### src/rtl/mbss_pkg.sv
`timescale 1ns / 1ps

package mbss_pkg;

	// Fixed widths of the pattern and the configuration port.
	localparam int PAT_BYTES  = 16;
	localparam int LEN_W      = 5;
	localparam int OUT_OFF_W  = 32;
	localparam int CFG_IDX_W  = 3;
	localparam int CFG_DATA_W = 64;

	// Configuration register indexes.
	localparam logic [CFG_IDX_W-1:0] CFG_PAT_LO    = 3'd0;
	localparam logic [CFG_IDX_W-1:0] CFG_PAT_HI    = 3'd1;
	localparam logic [CFG_IDX_W-1:0] CFG_CARE      = 3'd2;
	localparam logic [CFG_IDX_W-1:0] CFG_LEN       = 3'd3;
	localparam logic [CFG_IDX_W-1:0] CFG_BACKWARD  = 3'd4;
	localparam logic [CFG_IDX_W-1:0] CFG_HAVE_PREV = 3'd5;
	localparam logic [CFG_IDX_W-1:0] CFG_PREV_OFF  = 3'd6;

	// Search settings shared by the front and back parts.
	typedef struct packed {
		logic [63:0]           pat_lo;
		logic [63:0]           pat_hi;
		logic [PAT_BYTES-1:0]  care;
		logic [LEN_W-1:0]      len;
		logic                  backward;
		logic                  have_prev;
		logic [OUT_OFF_W-1:0]  prev_off;
	} srch_cfg_t;

	// A pattern length is usable when it is nonzero and fits the window.
	function automatic logic len_usable(input logic [LEN_W-1:0] len, input int pmax);
		return (len != '0) && (int'(len) <= pmax);
	endfunction

endpackage

### src/rtl/mbss_front.sv
`timescale 1ns / 1ps

module mbss_front import mbss_pkg::*; #(
	parameter int PATTERN_MAX = 16,
	parameter int OFFSET_BITS = 32
) (
	input  logic                   clk,
	input  logic                   arst_n,
	input  srch_cfg_t              cfg,
	input  logic                   in_valid,
	output logic                   in_ready,
	input  logic [7:0]             image_byte,
	input  logic                   last_byte,
	output logic                   rec_valid,
	input  logic                   rec_ready,
	output logic                   rec_hit,
	output logic                   rec_last,
	output logic [OFFSET_BITS-1:0] rec_start,
	output logic [OFFSET_BITS-1:0] rec_seen
);

	logic [7:0]             window_q [PATTERN_MAX];
	logic [OFFSET_BITS-1:0] seen_q;
	logic                   valid_s1;
	logic                   last_s1;
	logic                   counted_s1;

	logic                   advance;
	logic                   accept;
	logic                   flush;
	logic [OFFSET_BITS-1:0] seen_base;
	logic [7:0]             pat_b [PAT_BYTES];
	logic [PATTERN_MAX-1:0] lane_ok;
	logic                   win_ok;
	logic                   len_ok;
	logic [OFFSET_BITS-1:0] len_ext;

	// The stage moves on when it is empty or its record goes into the queue.
	assign advance  = !valid_s1 || rec_ready;
	assign in_ready = advance;
	assign accept   = in_valid && in_ready;
	// The final byte's record leaving the stage ends the image.
	assign flush    = valid_s1 && last_s1 && rec_ready;
	assign seen_base = flush ? '0 : seen_q;

	// Shift window: entry k holds the byte k places before the newest one.
	always_ff @(posedge clk) begin
		if (accept) begin
			window_q[0] <= image_byte;
			for (int k = 1; k < PATTERN_MAX; k++) begin
				window_q[k] <= window_q[k-1];
			end
		end
	end

	// Byte count, saturating at all ones, and the stage control.
	always_ff @(posedge clk or negedge arst_n) begin
		if (!arst_n) begin
			seen_q     <= '0;
			valid_s1   <= 1'b0;
			last_s1    <= 1'b0;
			counted_s1 <= 1'b0;
		end else begin
			if (accept) begin
				seen_q     <= (&seen_base) ? seen_base : seen_base + 1'b1;
				counted_s1 <= !(&seen_base);
				last_s1    <= last_byte;
			end else if (flush) begin
				seen_q <= '0;
			end
			if (advance) begin
				valid_s1 <= accept;
			end
		end
	end

	// Split the pattern registers into bytes.
	always_comb begin
		for (int b = 0; b < PAT_BYTES; b++) begin
			pat_b[b] = (b < 8) ? cfg.pat_lo[8*(b%8) +: 8] : cfg.pat_hi[8*(b%8) +: 8];
		end
	end

	// Window entry k lines up with pattern byte len-1-k; each lane compares in parallel.
	always_comb begin
		for (int k = 0; k < PATTERN_MAX; k++) begin
			int  i;
			logic care_k;
			i      = int'(cfg.len) - 1 - k;
			care_k = (i >= 0) && (i < PAT_BYTES) && cfg.care[i[3:0]];
			lane_ok[k] = !care_k || (window_q[k] == pat_b[i[3:0]]);
		end
	end

	assign win_ok  = &lane_ok;
	assign len_ok  = len_usable(cfg.len, PATTERN_MAX);
	assign len_ext = OFFSET_BITS'(cfg.len);

	// Record of the newest byte for the back part.
	assign rec_valid = valid_s1;
	assign rec_last  = last_s1;
	assign rec_hit   = counted_s1 && len_ok && (seen_q >= len_ext) && win_ok;
	assign rec_start = seen_q - len_ext;
	assign rec_seen  = seen_q;

`ifndef NO_ASSERTIONS
	// An accepted byte always lands in the compare stage.
	a_accept_fills_stage: assert property (@(posedge clk) disable iff (!arst_n)
		(in_valid && in_ready) |=> valid_s1)
		else $error("accepted byte did not reach the compare stage");
`endif

endmodule

### src/rtl/mbss_queue.sv
`timescale 1ns / 1ps

module mbss_queue #(
	parameter int WIDTH = 8,
	parameter int DEPTH = 2
) (
	input  logic             clk,
	input  logic             arst_n,
	input  logic             push_valid,
	output logic             push_ready,
	input  logic [WIDTH-1:0] push_data,
	output logic             pop_valid,
	input  logic             pop_ready,
	output logic [WIDTH-1:0] pop_data
);

	localparam int PW = (DEPTH > 1) ? $clog2(DEPTH) : 1;

	logic [WIDTH-1:0] slot_q [DEPTH];
	logic [PW-1:0]    wr_ptr_q;
	logic [PW-1:0]    rd_ptr_q;
	logic [PW:0]      count_q;
	logic             push;
	logic             pop;

	assign push_ready = (count_q < (PW+1)'(DEPTH));
	assign pop_valid  = (count_q != '0);
	assign push       = push_valid && push_ready;
	assign pop        = pop_valid && pop_ready;
	assign pop_data   = slot_q[rd_ptr_q];

	// Storage slots.
	always_ff @(posedge clk) begin
		if (push) begin
			slot_q[wr_ptr_q] <= push_data;
		end
	end

	// Pointers wrap at the depth; the count tracks occupancy.
	always_ff @(posedge clk or negedge arst_n) begin
		if (!arst_n) begin
			wr_ptr_q <= '0;
			rd_ptr_q <= '0;
			count_q  <= '0;
		end else begin
			if (push) begin
				wr_ptr_q <= (wr_ptr_q == PW'(DEPTH-1)) ? '0 : wr_ptr_q + 1'b1;
			end
			if (pop) begin
				rd_ptr_q <= (rd_ptr_q == PW'(DEPTH-1)) ? '0 : rd_ptr_q + 1'b1;
			end
			if (push && !pop) begin
				count_q <= count_q + 1'b1;
			end else if (pop && !push) begin
				count_q <= count_q - 1'b1;
			end
		end
	end

`ifndef NO_ASSERTIONS
	// Occupancy never exceeds the depth.
	a_no_overflow: assert property (@(posedge clk) disable iff (!arst_n)
		count_q <= (PW+1)'(DEPTH))
		else $error("queue overflow");
	// A lone push grows the occupancy by exactly one.
	a_push_counts: assert property (@(posedge clk) disable iff (!arst_n)
		(push && !pop) |=> (count_q == $past(count_q) + 1'b1))
		else $error("queue count did not follow a push");
`endif

endmodule

### src/rtl/mbss_back.sv
`timescale 1ns / 1ps

module mbss_back import mbss_pkg::*; #(
	parameter int PATTERN_MAX = 16,
	parameter int OFFSET_BITS = 32
) (
	input  logic                   clk,
	input  logic                   arst_n,
	input  srch_cfg_t              cfg,
	input  logic                   rec_valid,
	output logic                   rec_ready,
	input  logic                   rec_hit,
	input  logic                   rec_last,
	input  logic [OFFSET_BITS-1:0] rec_start,
	input  logic [OFFSET_BITS-1:0] rec_seen,
	output logic                   out_valid,
	input  logic                   out_ready,
	output logic                   found,
	output logic [OUT_OFF_W-1:0]   match_offset
);

	// Compare width covers both the offset counter and the 32-bit previous offset.
	localparam int CW = ((OFFSET_BITS > OUT_OFF_W) ? OFFSET_BITS : OUT_OFF_W) + 1;

	logic                   held_q;
	logic [OFFSET_BITS-1:0] held_off_q;
	logic                   out_valid_q;
	logic                   found_q;
	logic [OUT_OFF_W-1:0]   offset_q;

	logic                   pop;
	logic [CW-1:0]          p_c;
	logic [CW-1:0]          prev_c;
	logic [CW-1:0]          len_c;
	logic [CW-1:0]          seen_c;
	logic                   fwd_ok;
	logic                   bwd_ok;
	logic                   take;
	logic                   next_held;
	logic [OFFSET_BITS-1:0] next_off;
	logic                   final_found;

	assign rec_ready = !out_valid_q || out_ready;
	assign pop       = rec_valid && rec_ready;

	assign p_c    = CW'(rec_start);
	assign prev_c = CW'(cfg.prev_off);
	assign len_c  = CW'(cfg.len);
	assign seen_c = CW'(rec_seen);

	// Candidate selection: forward keeps the first, backward the latest.
	assign fwd_ok = !cfg.have_prev || (p_c > prev_c);
	assign bwd_ok = (p_c >= len_c) && (!cfg.have_prev || (p_c < prev_c));
	assign take   = rec_hit && (cfg.backward ? bwd_ok : (fwd_ok && !held_q));
	assign next_held = held_q || take;
	assign next_off  = take ? rec_start : held_off_q;

	// Qualification of the held match at the end of the image.
	always_comb begin
		final_found = next_held && len_usable(cfg.len, PATTERN_MAX);
		if (cfg.have_prev) begin
			if (!cfg.backward) begin
				if ((prev_c + len_c) > seen_c) begin
					final_found = 1'b0;
				end
			end else begin
				if ((prev_c < len_c) || (prev_c > seen_c)) begin
					final_found = 1'b0;
				end
			end
		end
	end

	// Held match and result register.
	always_ff @(posedge clk or negedge arst_n) begin
		if (!arst_n) begin
			held_q      <= 1'b0;
			out_valid_q <= 1'b0;
		end else begin
			if (pop && rec_last) begin
				out_valid_q <= 1'b1;
			end else if (out_ready) begin
				out_valid_q <= 1'b0;
			end
			if (pop) begin
				if (rec_last) begin
					held_q <= 1'b0;
				end else begin
					held_q <= next_held;
				end
			end
		end
	end

	always_ff @(posedge clk) begin
		if (pop) begin
			held_off_q <= next_off;
			if (rec_last) begin
				found_q  <= final_found;
				offset_q <= final_found ? OUT_OFF_W'(next_off) : '0;
			end
		end
	end

	assign out_valid    = out_valid_q;
	assign found        = found_q;
	assign match_offset = offset_q;

`ifndef NO_ASSERTIONS
	// The final byte's record always produces a result.
	a_last_gives_result: assert property (@(posedge clk) disable iff (!arst_n)
		(rec_valid && rec_ready && rec_last) |=> out_valid_q)
		else $error("final record produced no result");
	// A reported match needs a nonzero pattern length.
	a_found_needs_len: assert property (@(posedge clk) disable iff (!arst_n)
		(out_valid_q && found_q) |-> (cfg.len != '0))
		else $error("match reported with zero pattern length");
`endif

endmodule

### src/rtl/masked_byte_signature_search.sv
`timescale 1ns / 1ps

// Masked byte signature search. Image bytes stream in on the input channel,
// lowest address first, with last_byte set on the final byte; one result
// (found, match_offset) comes out per image. The block takes one byte per cycle
// unless out_ready stalls it: every window position is compared against the
// configured pattern in a single parallel pass, so that comparator stage sets
// the rate. A front part shifts the window, counts bytes and flags candidate
// matches; a two-entry queue carries those records to a back part that keeps
// the first (forward) or latest (backward) qualifying match and registers the
// result. out_valid rises once the final byte's record reaches the result
// register. Configuration registers are written through the cfg channel,
// which is always ready, and must be changed only while no image is in flight.
module masked_byte_signature_search import mbss_pkg::*; #(
	parameter int PATTERN_MAX = 16,
	parameter int OFFSET_BITS = 32
) (
	input  logic                  clk,
	input  logic                  arst_n,
	input  logic                  cfg_valid,
	output logic                  cfg_ready,
	input  logic [CFG_IDX_W-1:0]  cfg_index,
	input  logic [CFG_DATA_W-1:0] cfg_data,
	input  logic                  in_valid,
	output logic                  in_ready,
	input  logic [7:0]            image_byte,
	input  logic                  last_byte,
	output logic                  out_valid,
	input  logic                  out_ready,
	output logic                  found,
	output logic [OUT_OFF_W-1:0]  match_offset
);

	localparam int RW = 2 + 2 * OFFSET_BITS;

	srch_cfg_t              cfg_q;
	logic                   f_valid;
	logic                   f_ready;
	logic                   f_hit;
	logic                   f_last;
	logic [OFFSET_BITS-1:0] f_start;
	logic [OFFSET_BITS-1:0] f_seen;
	logic [RW-1:0]          q_push_data;
	logic [RW-1:0]          q_pop_data;
	logic                   b_valid;
	logic                   b_ready;

	// Configuration registers.
	assign cfg_ready = 1'b1;

	always_ff @(posedge clk or negedge arst_n) begin
		if (!arst_n) begin
			cfg_q <= '0;
		end else if (cfg_valid && cfg_ready) begin
			case (cfg_index)
				CFG_PAT_LO:    cfg_q.pat_lo    <= cfg_data;
				CFG_PAT_HI:    cfg_q.pat_hi    <= cfg_data;
				CFG_CARE:      cfg_q.care      <= cfg_data[PAT_BYTES-1:0];
				CFG_LEN:       cfg_q.len       <= cfg_data[LEN_W-1:0];
				CFG_BACKWARD:  cfg_q.backward  <= cfg_data[0];
				CFG_HAVE_PREV: cfg_q.have_prev <= cfg_data[0];
				CFG_PREV_OFF:  cfg_q.prev_off  <= cfg_data[OUT_OFF_W-1:0];
				default: ;
			endcase
		end
	end

	// Front part: window, byte count and pattern compare.
	mbss_front #(
		.PATTERN_MAX (PATTERN_MAX),
		.OFFSET_BITS (OFFSET_BITS)
	) u_front (
		.clk        (clk),
		.arst_n     (arst_n),
		.cfg        (cfg_q),
		.in_valid   (in_valid),
		.in_ready   (in_ready),
		.image_byte (image_byte),
		.last_byte  (last_byte),
		.rec_valid  (f_valid),
		.rec_ready  (f_ready),
		.rec_hit    (f_hit),
		.rec_last   (f_last),
		.rec_start  (f_start),
		.rec_seen   (f_seen)
	);

	assign q_push_data = {f_hit, f_last, f_start, f_seen};

	// Queue between the two parts.
	mbss_queue #(
		.WIDTH (RW),
		.DEPTH (2)
	) u_queue (
		.clk        (clk),
		.arst_n     (arst_n),
		.push_valid (f_valid),
		.push_ready (f_ready),
		.push_data  (q_push_data),
		.pop_valid  (b_valid),
		.pop_ready  (b_ready),
		.pop_data   (q_pop_data)
	);

	// Back part: match selection and result register.
	mbss_back #(
		.PATTERN_MAX (PATTERN_MAX),
		.OFFSET_BITS (OFFSET_BITS)
	) u_back (
		.clk          (clk),
		.arst_n       (arst_n),
		.cfg          (cfg_q),
		.rec_valid    (b_valid),
		.rec_ready    (b_ready),
		.rec_hit      (q_pop_data[RW-1]),
		.rec_last     (q_pop_data[RW-2]),
		.rec_start    (q_pop_data[2*OFFSET_BITS-1:OFFSET_BITS]),
		.rec_seen     (q_pop_data[OFFSET_BITS-1:0]),
		.out_valid    (out_valid),
		.out_ready    (out_ready),
		.found        (found),
		.match_offset (match_offset)
	);

endmodule
### config.mk
export PLATFORM = sky130hd
export DESIGN_NAME = masked_byte_signature_search
export DESIGN_NICKNAME = d
export VERILOG_FILES = /design/src/rtl/mbss_pkg.sv /design/src/rtl/mbss_front.sv /design/src/rtl/mbss_queue.sv /design/src/rtl/mbss_back.sv /design/src/rtl/masked_byte_signature_search.sv
export SDC_FILE = /design/constraint.sdc
export NUM_CORES = 1
export LEC_CHECK = 0
export CORE_MARGIN = 8
export CORE_UTILIZATION = 59
export DETAILED_ROUTE_END_ITERATION = 16
export DONT_BUFFER_PORTS = 1
export GPL_TIMING_DRIVEN = 0
export PLACE_DENSITY = 0.78
export SYNTH_ARGS = -nofsm -noshare
export SYNTH_HDL_FRONTEND = slang
export SYNTH_SLANG_ARGS = --single-unit
### constraint.sdc
create_clock -name clk -period 6.85 [get_ports clk]
set_clock_uncertainty 0.05 [all_clocks]
set_input_delay 0.685 -clock clk [delete_from_list [all_inputs] [get_ports clk]]
set_output_delay 0.685 -clock clk [all_outputs]
set_load 0.005 [all_outputs]
Word level (Yosys, flattened, before mapping):

Memories as Yosys holds them, arrays and structs flattened.
Index checks and enable logic that the tools add are counted.

* bitwise operators: 16
* reductions and logical operators: 108
* mux-type cells: 100
* eq/ne operators: 22
* order comparisons: 73
* add/subtract/negate cells: 23

Operators by type and width (number)
* binary-select mux 8 bit (select 4 bit): 16
* >= comparator 32 x 1 -> 1 bit (second input constant): 16
* < comparator 32 x 6 -> 1 bit (second input constant): 16
* 2-to-1 mux 8 bit: 32
* subtractor 32 x 5 -> 32 bit (second input constant): 8
* equality test 8 bit: 16
* 2-to-1 mux 32 bit: 4
* subtractor 32 x 4 -> 32 bit (second input constant): 4
* >= comparator 5 bit (second input constant): 16
* < comparator 4 x 5 -> 1 bit (second input constant): 16
* NOT 4 -> 5 bit: 16
* binary-select mux 1 bit (select 4 bit): 16
* >= comparator 32 x 5 -> 1 bit: 2
* greater-than comparator 32 bit: 2
* subtractor 32 x 3 -> 32 bit (second input constant): 2
* logical AND 1 bit: 48
* adder 32 x 5 -> 33 bit: 1
* greater-than comparator 33 x 32 -> 1 bit: 1
* adder 32 x 1 -> 32 bit (second input constant): 1
* < comparator 32 bit: 1
* < comparator 32 x 5 -> 1 bit: 1
* AND reduction 32 bit: 1
* subtractor 32 x 2 -> 32 bit (second input constant): 1
* subtractor 32 x 5 -> 32 bit: 1
* 18 further kinds: 104

* output and inout bits: 36
* logic and storage cells: 363
* RAM bits: 260
* register bits after elaboration: 289
* memories kept: 2
* bits of input ports: 81

Memories
* u_queue.slot_q: words 2, width 66, read ports 1, clocked after Yosys merged registers in 0, write ports 1, RTL line mbss_queue.sv:19 `logic [WIDTH-1:0] slot_q [DEPTH];`
* u_front.window_q: words 16, width 8, read ports 16, clocked after Yosys merged registers in 0, write ports 16, RTL line mbss_front.sv:22 `logic [7:0] window_q [PATTERN_MAX];`

Logic depth before layout (Yosys ltp):

Gate-level depths: netlist of the first run.
An unclocked memory read counts as a cell.

* depth after elaboration: 11
* depth in mapped cells: 25
* mapped depth without buffers: 23

Cells and area by module:

A second synthesis of the first run with hierarchy kept.

* cell total of the unflattened synthesis: 2837
* area, all modules: 35455.3 sq um

Modules (own cells, without submodules)
* mbss_front: cells each 1520, instances 1, area each 16497.1 sq um, sequential area each 4719.5 sq um
* masked_byte_signature_search: cells each 394, instances 1, area each 7138.1 sq um, sequential area each 4579.4 sq um
* mbss_back: cells each 701, instances 1, area each 6751.5 sq um, sequential area each 2001.9 sq um
* mbss_queue: cells each 222, instances 1, area each 5068.6 sq um, sequential area each 4063.9 sq um

Worst setup path after synthesis of the first run:

No wires, ideal clock.

* path type: reg-to-reg
* start: register cfg_q[34] (netlist bit)
* end: memory u_queue.slot_q[0][65] (netlist bit), data pin
* required time: 6.641 ns
* arrival: 6.187 ns
* cell stages (with the launch flop): 23
* path buffers: 9
* clock period less this slack: 6.395 ns
* setup slack: 0.455 ns
* path through: dfrtp_1 -> inv_1 -> clkbuf_1 -> buf_1 -> buf_2 -> ha_1 -> clkbuf_1 -> buf_2 -> buf_1 -> buf_2 -> clkbuf_1 -> inv_1 -> ha_1 -> clkbuf_1 -> a21oi_1 -> xnor2_2 -> mux4_2 -> xnor2_1 -> nand4_1 -> nor2_1 -> o32ai_1 -> or4_1 -> nor3_2

* longest elaborated chain between the ends: 10
* elaborated cells between the ends (all ways): 232
* classes of those cells: add/sub: 16; order compare: 34; eq/ne: 16; mux: 80; bitwise: 16; reduce/logical: 70

Ends and longest elaborated chain
* start: declaration: RTL line masked_byte_signature_search.sv:36 `srch_cfg_t cfg_q;`
* branches (longest 9 deep; another with subtractor 32 x 2 -> 32 bit)
* logical AND 1 bit *: RTL line mbss_front.sv:102 `assign rec_hit = counted_s1 && len_ok && (seen_q >= len_ext) && win_ok;`
* net f_hit: RTL line masked_byte_signature_search.sv:39 `logic f_hit;`
* end: declaration: RTL line mbss_queue.sv:19

Mark *: on every way through the listed nets, which the timed path passes. The select of a mux whose other input is x is not followed.

Worst setup path in the final report of the first run:

* start: register cfg_q[34] (netlist bit)
* end: memory u_queue.slot_q[1][65] (netlist bit), data pin

Same word-level chain as after synthesis.

==> impl_metrics.csv, run 1 <==
group,metric,value,unit
status,status,"complete, but fails checks",
status,violations,"hold timing, setup timing",
critical_path,startpoint_type,"flop",
die,core.rowCount,90,
yosys,syn-instance-count,2803,
yosys,synth_edf_count,325,
yosys,dominant_combinational_cell_family_by_area_after_synthesis,"multiplexers",
yosys,yosysTopAreaCellShare,27.4,%
yosys,synth_cell_types,69,
die,design.core.area,0.0600,mm2
power_and_ir_drop,clockPowerShare,16.4,%
critical_path,critical_path_required,7.23,ns
clocking,tritoncts_num_sinks,549,
power_and_ir_drop,cellInternalPower,11.4,mW
global_route,grt_antenna_before_repair,4,
routing,detailroute.wirelength.met2,52400,um
sta,setup_repair_after_global_routing_missed_its_margin,"false",
sta,clock.fmax,0.144,GHz
global_route,grt_max_degree,225,
power_and_ir_drop,power_leakage,15.1,nW
yosys,yosysMostFrequentCell,"edfxtp_1",
die,die_height,262,um
yosys,synth_area_per_cell,12.7,um2
sta,fin_ws,-0.0790,ns
yosys,async_set_or_reset_register_ratio_after_synthesis,40.8,%
power_and_ir_drop,total_power,20.7,mW
clocking,clock_insertion_delay_worst_skew,0.66,ns
place,portBuffers,0,
yosys,synth_nets,3097,
global_route,grt_first_pass_wirelength,177000,um
yosys,synth_compound_area_share,4.82,%
critical_path,arrival_time_reported_for_the_critical_path_endpoint,7.30,ns
routing,detail_route.wirelength.met1,49200,um
yosys,netlist.top_cell.by_area,"edfxtp_1",
critical_path,crit_chain,"clkinvlp_4, clkbuf_4, buf_6, buf_6, ha_2, xor2_4, buf_4, buf_4, ha_2, clkbuf_4, mux4_2, mux2i_1, mux2i_1, xnor2_1, nand4_1, nor3_4, o32ai_1, or4_1, nor3_4",
job,timing.max_cap.violations,0,
routing,post_detailed_route_drc_marker_count,0,
yosys,mappedNetlistArea,0.0356,mm2
clocking,cts-root-buf,"clkbuf_16",
yosys,muxShareOfSynthArea,27.0,%
die,number_of_placed_i_o_pins,117,
routing,route.detailed.vias_per_inst,7.16,
yosys,yosys_most_used_dff,"edfxtp_1",
power_and_ir_drop,peakVddDrop,0.424,mV
routing,dr.pass1.iters,6,
sta,setup_viol_count_final,2,
critical_path,cp_max_fo,12,
die,floorplan.initialDensity,59.3,%
power_and_ir_drop,pwr-share-seq,27.2,%
yosys,yosys.area_share.adder,7.54,%
die,chipWidth,262,um
power_and_ir_drop,power.net_switching,9.23,mW
sta,maxSlewViolCount,0,
global_route,grt_usage,36.1,%
routing,detailroute.wirelength.met3,19100,um
routing,first_iteration_detailed_routing_drc_count,4087,
yosys,yosys_warnings,0,
power_and_ir_drop,switching_fraction_of_total_power,44.7,%
sta,finalHoldViolations,7,
routing,top_signal_layer_used,"met5",
routing,routed_wl,125000,um
global_route,overflow,0,
critical_path,timing_worst_setup_path_type,"flop to flop",
sta,tightest_slew,1.35,ns
power_and_ir_drop,power.combinational.fraction,56.4,%
clocking,cts-htree-levels,2,
clocking,cts_inserted_buffers,59,
global_route,grt_pass1_vias,25255,
die,die_area,0.0684,mm2
cells_and_area,drive_above_1_share,23.6,%
place,gpl_wtd_cong,1.03,
yosys,synth_xor_area_share,5.77,%
sta,timing.slew.headroom,9.36,%
sta,min_period_over_period,101,%
routing,wl_per_cell,33.6,um
yosys,yosysSeqAreaShare,43.2,%
cells_and_area,fin_nets,3170,
cells_and_area,final.fill_count,4370,
yosys,ys_seq_elements,549,
sta,finalSetupTns,-0.158,ns
cells_and_area,syn2layout_area_growth,10.2,%
critical_path,critPathCaptureType,"flop",
critical_path,critPathSlowestCell,"or4_1",
clocking,cts_buffer_depth,3,
yosys,post_synthesis_simple_gate_area_fraction,8.99,%
power_and_ir_drop,power-per-cell-area,528,mW/mm2
yosys,top_area_cells_in_the_synthesized_netlist,"edfxtp_1 27%, dfrtp_1 16%, mux4_2 13%",
clocking,clock_tree_from_tritoncts,"done",
critical_path,maximum_single_stage_delay_on_the_critical_path,0.56,ns
critical_path,rr_startpoint,"cfg_q[34]$_DFFE_PN0P_",
yosys,synth.cells.most_frequent,"325 x edfxtp_1, 252 x mux2_2, 224 x dfrtp_1",
hold_path,kind_of_path_behind_the_tightest_hold_check,"primary input to asynchronous set/reset pin",
critical_path,setup.worst_path.start,"cfg_q[34]$_DFFE_PN0P_",
routing,postRouteAntennaNets,0,
sta,worst_hold_slack,-0.00679,ns
sta,layout_min_cycle_time,6.93,ns
place,detailedPlacementHpwl,97000,um
routing,routed-via-count,26579,
clocking,clk_pin_slew,0.07,ns
## critical path: cells and delay by family (launching register included)
kind	cells	cell delay (ns)
and+or+nand+nor	4	1.42
adders and majority gates	2	0.74
DFF	1	0.51
AOI/OAI and AO/OA	1	0.13
xor gates and xnor gates	2	0.72
buffers and inverters	7	2.08
muxes	3	1.04
## logic make-up (layout without fill, tap and decap cells)
family	after synthesis	count (layout)
AO/OA/AOI/OAI	286	286
XOR/XNOR	230	230
adder cells (fa/ha/maj)	213	213
buffers and inverters	227	349
flip-flops	549	549
multiplexers	670	670
other	1	4
AND/OR/NAND/NOR	627	627
## stage by stage
stage                     hold slack, ns  setup WS [ns]  instance area, um2  util [%]  instances
final                           -0.00679        -0.0790               39200      65.3       3710
after global routing              0.0797      0.0000404               39200      65.3       3707
after CTS                         0.0680        0.00307               39100      65.1       3702
after detailed placement           0.344          -3.41               36700      61.2       3592
after global placement             0.346          -3.45               36500      60.9       3585
after floorplan                    0.339          0.455               35600         -       2803
## flip-flops by register name (all words and copies together), names as in the netlist
register and cells:
u_back.found 1, u_queue.slot_q 132, u_back.out_valid 1, u_back.held_off_q 32, u_front.counted_s1 1, u_queue.count_q 2, u_front.window_q 128, u_front.rec_valid 1
u_back.held_q 1, u_front.rec_last 1, u_queue.wr_ptr_q 1, u_front.rec_seen 32, cfg_q 183, u_back.match_offset 32, u_queue.rd_ptr_q 1
## timing repair
item | CTS | global route
setup buffers | 3 | 4
hold buffers | 1 | 0
hold endpoints to repair | 224 | 0
resized for setup | 88 | 19
pin swaps | 4 | 2
endpoints found under the setup margin | 35 | 35
## layout make-up
type	instances	area, um2	area share [%]
sequential	549	15400	39.2
tap	782	978	2.50
multi-input combinational	2027	19500	49.8
antenna	3	7.51	0.0192
inverter	71	278	0.709
buffer	152	771	1.97
clock buffer	78	1640	4.19
timing repair buffer	16	245	0.626
clock inverter	32	387	0.987
## per-layer routing
layer | global-route usage [%] | vias up
met5 | 2.19 | -
met1 | 50.4 | 13497
met3 | 15.3 | 248
met4 | 10.4 | 8
li1 | - | 10945
met2 | 51.1 | 1881
## power by group through the flow
| stage | logic (mW) | clock network [mW] | registers, mW |
|---|---|---|---|
| after floorplan | 7.49 | 0 | 5.29 |
| after global placement | 10.5 | 0 | 5.65 |
| after detailed placement | 10.9 | 0 | 5.63 |
| after CTS | 11.2 | 3.39 | 5.59 |
| after global routing | 12.2 | 3.50 | 5.69 |
| final | 11.7 | 3.40 | 5.63 |
## final timing paths
path | to | slack [ns] | cells past startpoint
setup / recovery | u_queue.slot_q[1][65]$_DFFE_PP_ | -0.08 | 19
hold / removal | cfg_q[173]$_DFFE_PN0P_ | -0.007 | 1
setup reg to reg | u_queue.slot_q[1][65]$_DFFE_PP_ | -0.08 | 19
hold reg to reg | u_front.window_q[1][13]$_DFFE_PP_ | 0.42 | 0
max in group asynchronous | cfg_q[34]$_DFFE_PN0P_ | 5.57 | 1
min in group clk | u_front.rec_valid$_DFFE_PN0N_ | 0.08 | 1
## cells in the final DEF (no fill, tap or decap), drive strengths merged, types with 6 or more instances in the layout
cell type	instances
edfxtp	325
mux2	253
dfrtp	224
ha	211
mux2i	210
mux4	207
clkbuf	176
nor2	144
xnor2	133
nand2	131
a21oi	115
xor2	96
nor3	87
nand4	75
inv	72
o21ai	71
buf	68
nand3	50
nor4	46
a21o	38
clkinv	19
nand2b	12
nor2b	12
o21a	9
or3	9
o2111ai	9
nor4bb	8
bufinv	8
or4	7
nand4b	7
nor4b	6
Note: power is estimated with default switching activity, not from simulation.
==> inputs of run 2 (changes only) <==
HOLD_SLACK_MARGIN = 0.15   (was default)
SKIP_CTS_REPAIR_TIMING = 1   (was default)
==> run 2 against run 1 <==
  * The run ends with setup timing left
  * Non-clock buffer count increased by 79
  * Fmax up 0.79%
  * Largest power group unchanged
  * Cell count is 2.3% higher
  * Worst setup slack better by 0.055 ns
  * Critical endpoint unchanged
==> impl_metrics.csv, run 2 (synthesized netlist as in run 1, its figures left out) <==
group,metric,value,unit
die,core.rowCount,90,
cells_and_area,fin_nets,3249,
critical_path,timing.critical_path.mode_cell,"buf_4",
global_route,grt_usage,36.0,%
routing,route.detailed.vias_per_inst,7.12,
clocking,cts_buffer_depth,3,
place,pre_cts_slack,-3.41,ns
power_and_ir_drop,power-per-cell-area,520,mW/mm2
cells_and_area,final.fill_count,4286,
routing,detail_route.wirelength.met1,49400,um
routing,post_detailed_route_drc_marker_count,0,
clocking,clock_tree_from_tritoncts,"done",
critical_path,critPathCaptureType,"flop",
place,placed_instance_count,3592,
global_route,grt_pass1_vias,25246,
routing,first_iteration_detailed_routing_drc_count,3872,
cells_and_area,leading_cell_type_in_the_layout_fill_and_taps_excluded,"edfxtp_1",
critical_path,timing_worst_setup_path_type,"flop to flop",
cells_and_area,layoutNonFillerInstCount,3795,
power_and_ir_drop,peakVddDrop,0.485,mV
cells_and_area,post-route-util,66.7,%
sta,fin_ws,-0.0245,ns
cells_and_area,post-route-cell-area,0.0400,mm2
die,design.core.area,0.0600,mm2
cells_and_area,flip_flop_count_of_the_largest_register_after_layout,183,
cells_and_area,final-seq-area,0.0154,mm2
sta,clock.fmax,0.145,GHz
die,floorplan.initialDensity,59.3,%
global_route,grt_max_degree,225,
global_route,grt_antenna_before_repair,9,
sta,tightest_slew,1.44,ns
status,violations,"setup timing",
critical_path,critPathSlowestCell,"ha_1",
routing,routed_wl,126000,um
sta,maxSlewViolCount,0,
clocking,cts-root-buf,"clkbuf_16",
critical_path,cp_max_fo,11,
place,place_area,0.0367,mm2
status,status,"complete, but fails checks",
routing,dr.pass1.iters,8,
global_route,grt_first_pass_wirelength,177000,um
power_and_ir_drop,power_leakage,15.4,nW
clocking,clock_insertion_delay_worst_skew,0.65,ns
routing,routed-via-count,27003,
sta,worst_hold_slack,0.00991,ns
clocking,cts-htree-levels,2,
sta,layout_min_cycle_time,6.87,ns
sta,setup_viol_count_final,2,
place,gpl_wtd_cong,1.03,
routing,detailroute.wirelength.met3,19400,um
job,timing.max_cap.violations,0,
routing,wl_per_cell,33.2,um
sta,min_period_over_period,100,%
clocking,tritoncts_num_sinks,549,
critical_path,crit_chain,"clkinvlp_4, buf_4, buf_4, buf_8, buf_6, ha_2, clkbuf_2, buf_4, clkbuf_4, buf_6, clkbuf_2, inv_1, ha_1, clkbuf_4, mux4_2, mux2i_2, mux2i_1, xnor2_1, nand4_1, nor3_1, o2111ai_1, nor3_2, buf_4",
critical_path,maximum_single_stage_delay_on_the_critical_path,0.57,ns
global_route,overflow,0,
hold_path,kind_of_path_behind_the_tightest_hold_check,"primary input to asynchronous set/reset pin",
critical_path,startpoint_type,"flop",
place,portBuffers,0,
critical_path,critical_path_required,7.28,ns
die,die_height,262,um
sta,timing.slew.headroom,3.73,%
power_and_ir_drop,total_power,20.8,mW
die,number_of_placed_i_o_pins,117,
cells_and_area,combined_area_of_the_multi_input_logic_cells,0.0196,mm2
critical_path,arrival_time_reported_for_the_critical_path_endpoint,7.30,ns
cells_and_area,largest_register,"cfg_q",
cells_and_area,syn2layout_area_growth,12.5,%
place,detailedPlacementHpwl,97000,um
cells_and_area,drive_above_1_share,23.2,%
cells_and_area,reg_top3,"cfg_q (183), u_queue.slot_q (132), u_front.window_q (128)",
cells_and_area,layout.cells.most_common_list,"325 x edfxtp_1, 252 x mux2_2, 223 x dfrtp_1",
clocking,cts_inserted_buffers,59,
sta,finalHoldViolations,0,
die,chipWidth,262,um
routing,detailroute.wirelength.met2,53500,um
routing,top_signal_layer_used,"met5",
routing,postRouteAntennaNets,0,
die,die_area,0.0684,mm2
sta,finalSetupTns,-0.0488,ns
clocking,clk_pin_slew,0.07,ns
run 2: power breakdown:
group	total [mW]	switching (mW)	internal (mW)
sequential	5.63	0.873	4.76
clock	3.39	1.40	1.99
combinational	11.8	7.01	4.76
run 2: layout make-up:
| cell class | instances | area share [%] |
|---|---|---|
| clock inverter | 32 | 0.966 |
| timing repair buffer | 95 | 2.59 |
| multi-input combinational | 2027 | 48.9 |
| tap | 782 | 2.45 |
| sequential | 549 | 38.4 |
| inverter | 71 | 0.694 |
| buffer | 152 | 1.88 |
| antenna | 9 | 0.0563 |
| clock buffer | 78 | 4.10 |
run 2: worst max-delay path, delay by kind of cell, from the launching register on:
family                   cells  cell delay, ns
AO/OA/AOI/OAI                1            0.17
XOR/XNOR                     1            0.22
adder cells (fa/ha/maj)      2            0.92
buffers and inverters       13            3.21
flip-flops                   1            0.51
multiplexers                 3            0.96
AND/OR/NAND/NOR              3            0.62
run 2: worst paths after layout:
kind | cells after the start | slack (ns) | end | from
worst max-delay path | 23 | -0.02 | u_queue.slot_q[1][65]$_DFFE_PP_ | cfg_q[34]$_DFFE_PN0P_
worst min-delay path | 1 | 0.01 | cfg_q[109]$_DFFE_PN0P_ | arst_n
worst max register to register | 23 | -0.02 | u_queue.slot_q[1][65]$_DFFE_PP_ | cfg_q[34]$_DFFE_PN0P_
worst min register to register | 0 | 0.42 | u_front.window_q[0][31]$_DFFE_PP_ | u_front.window_q[0][23]$_DFFE_PP_
max in group asynchronous | 1 | 5.58 | cfg_q[34]$_DFFE_PN0P_ | arst_n
min in group clk | 1 | 0.14 | cfg_q[60]$_DFFE_PN0P_ | cfg_data[5]
run 2: metal layers:
layer	up-vias	track usage (%)
met3	250	15.7
met2	1972	51.1
met1	13662	49.9
met4	6	10.4
met5	-	1.09
li1	11113	-
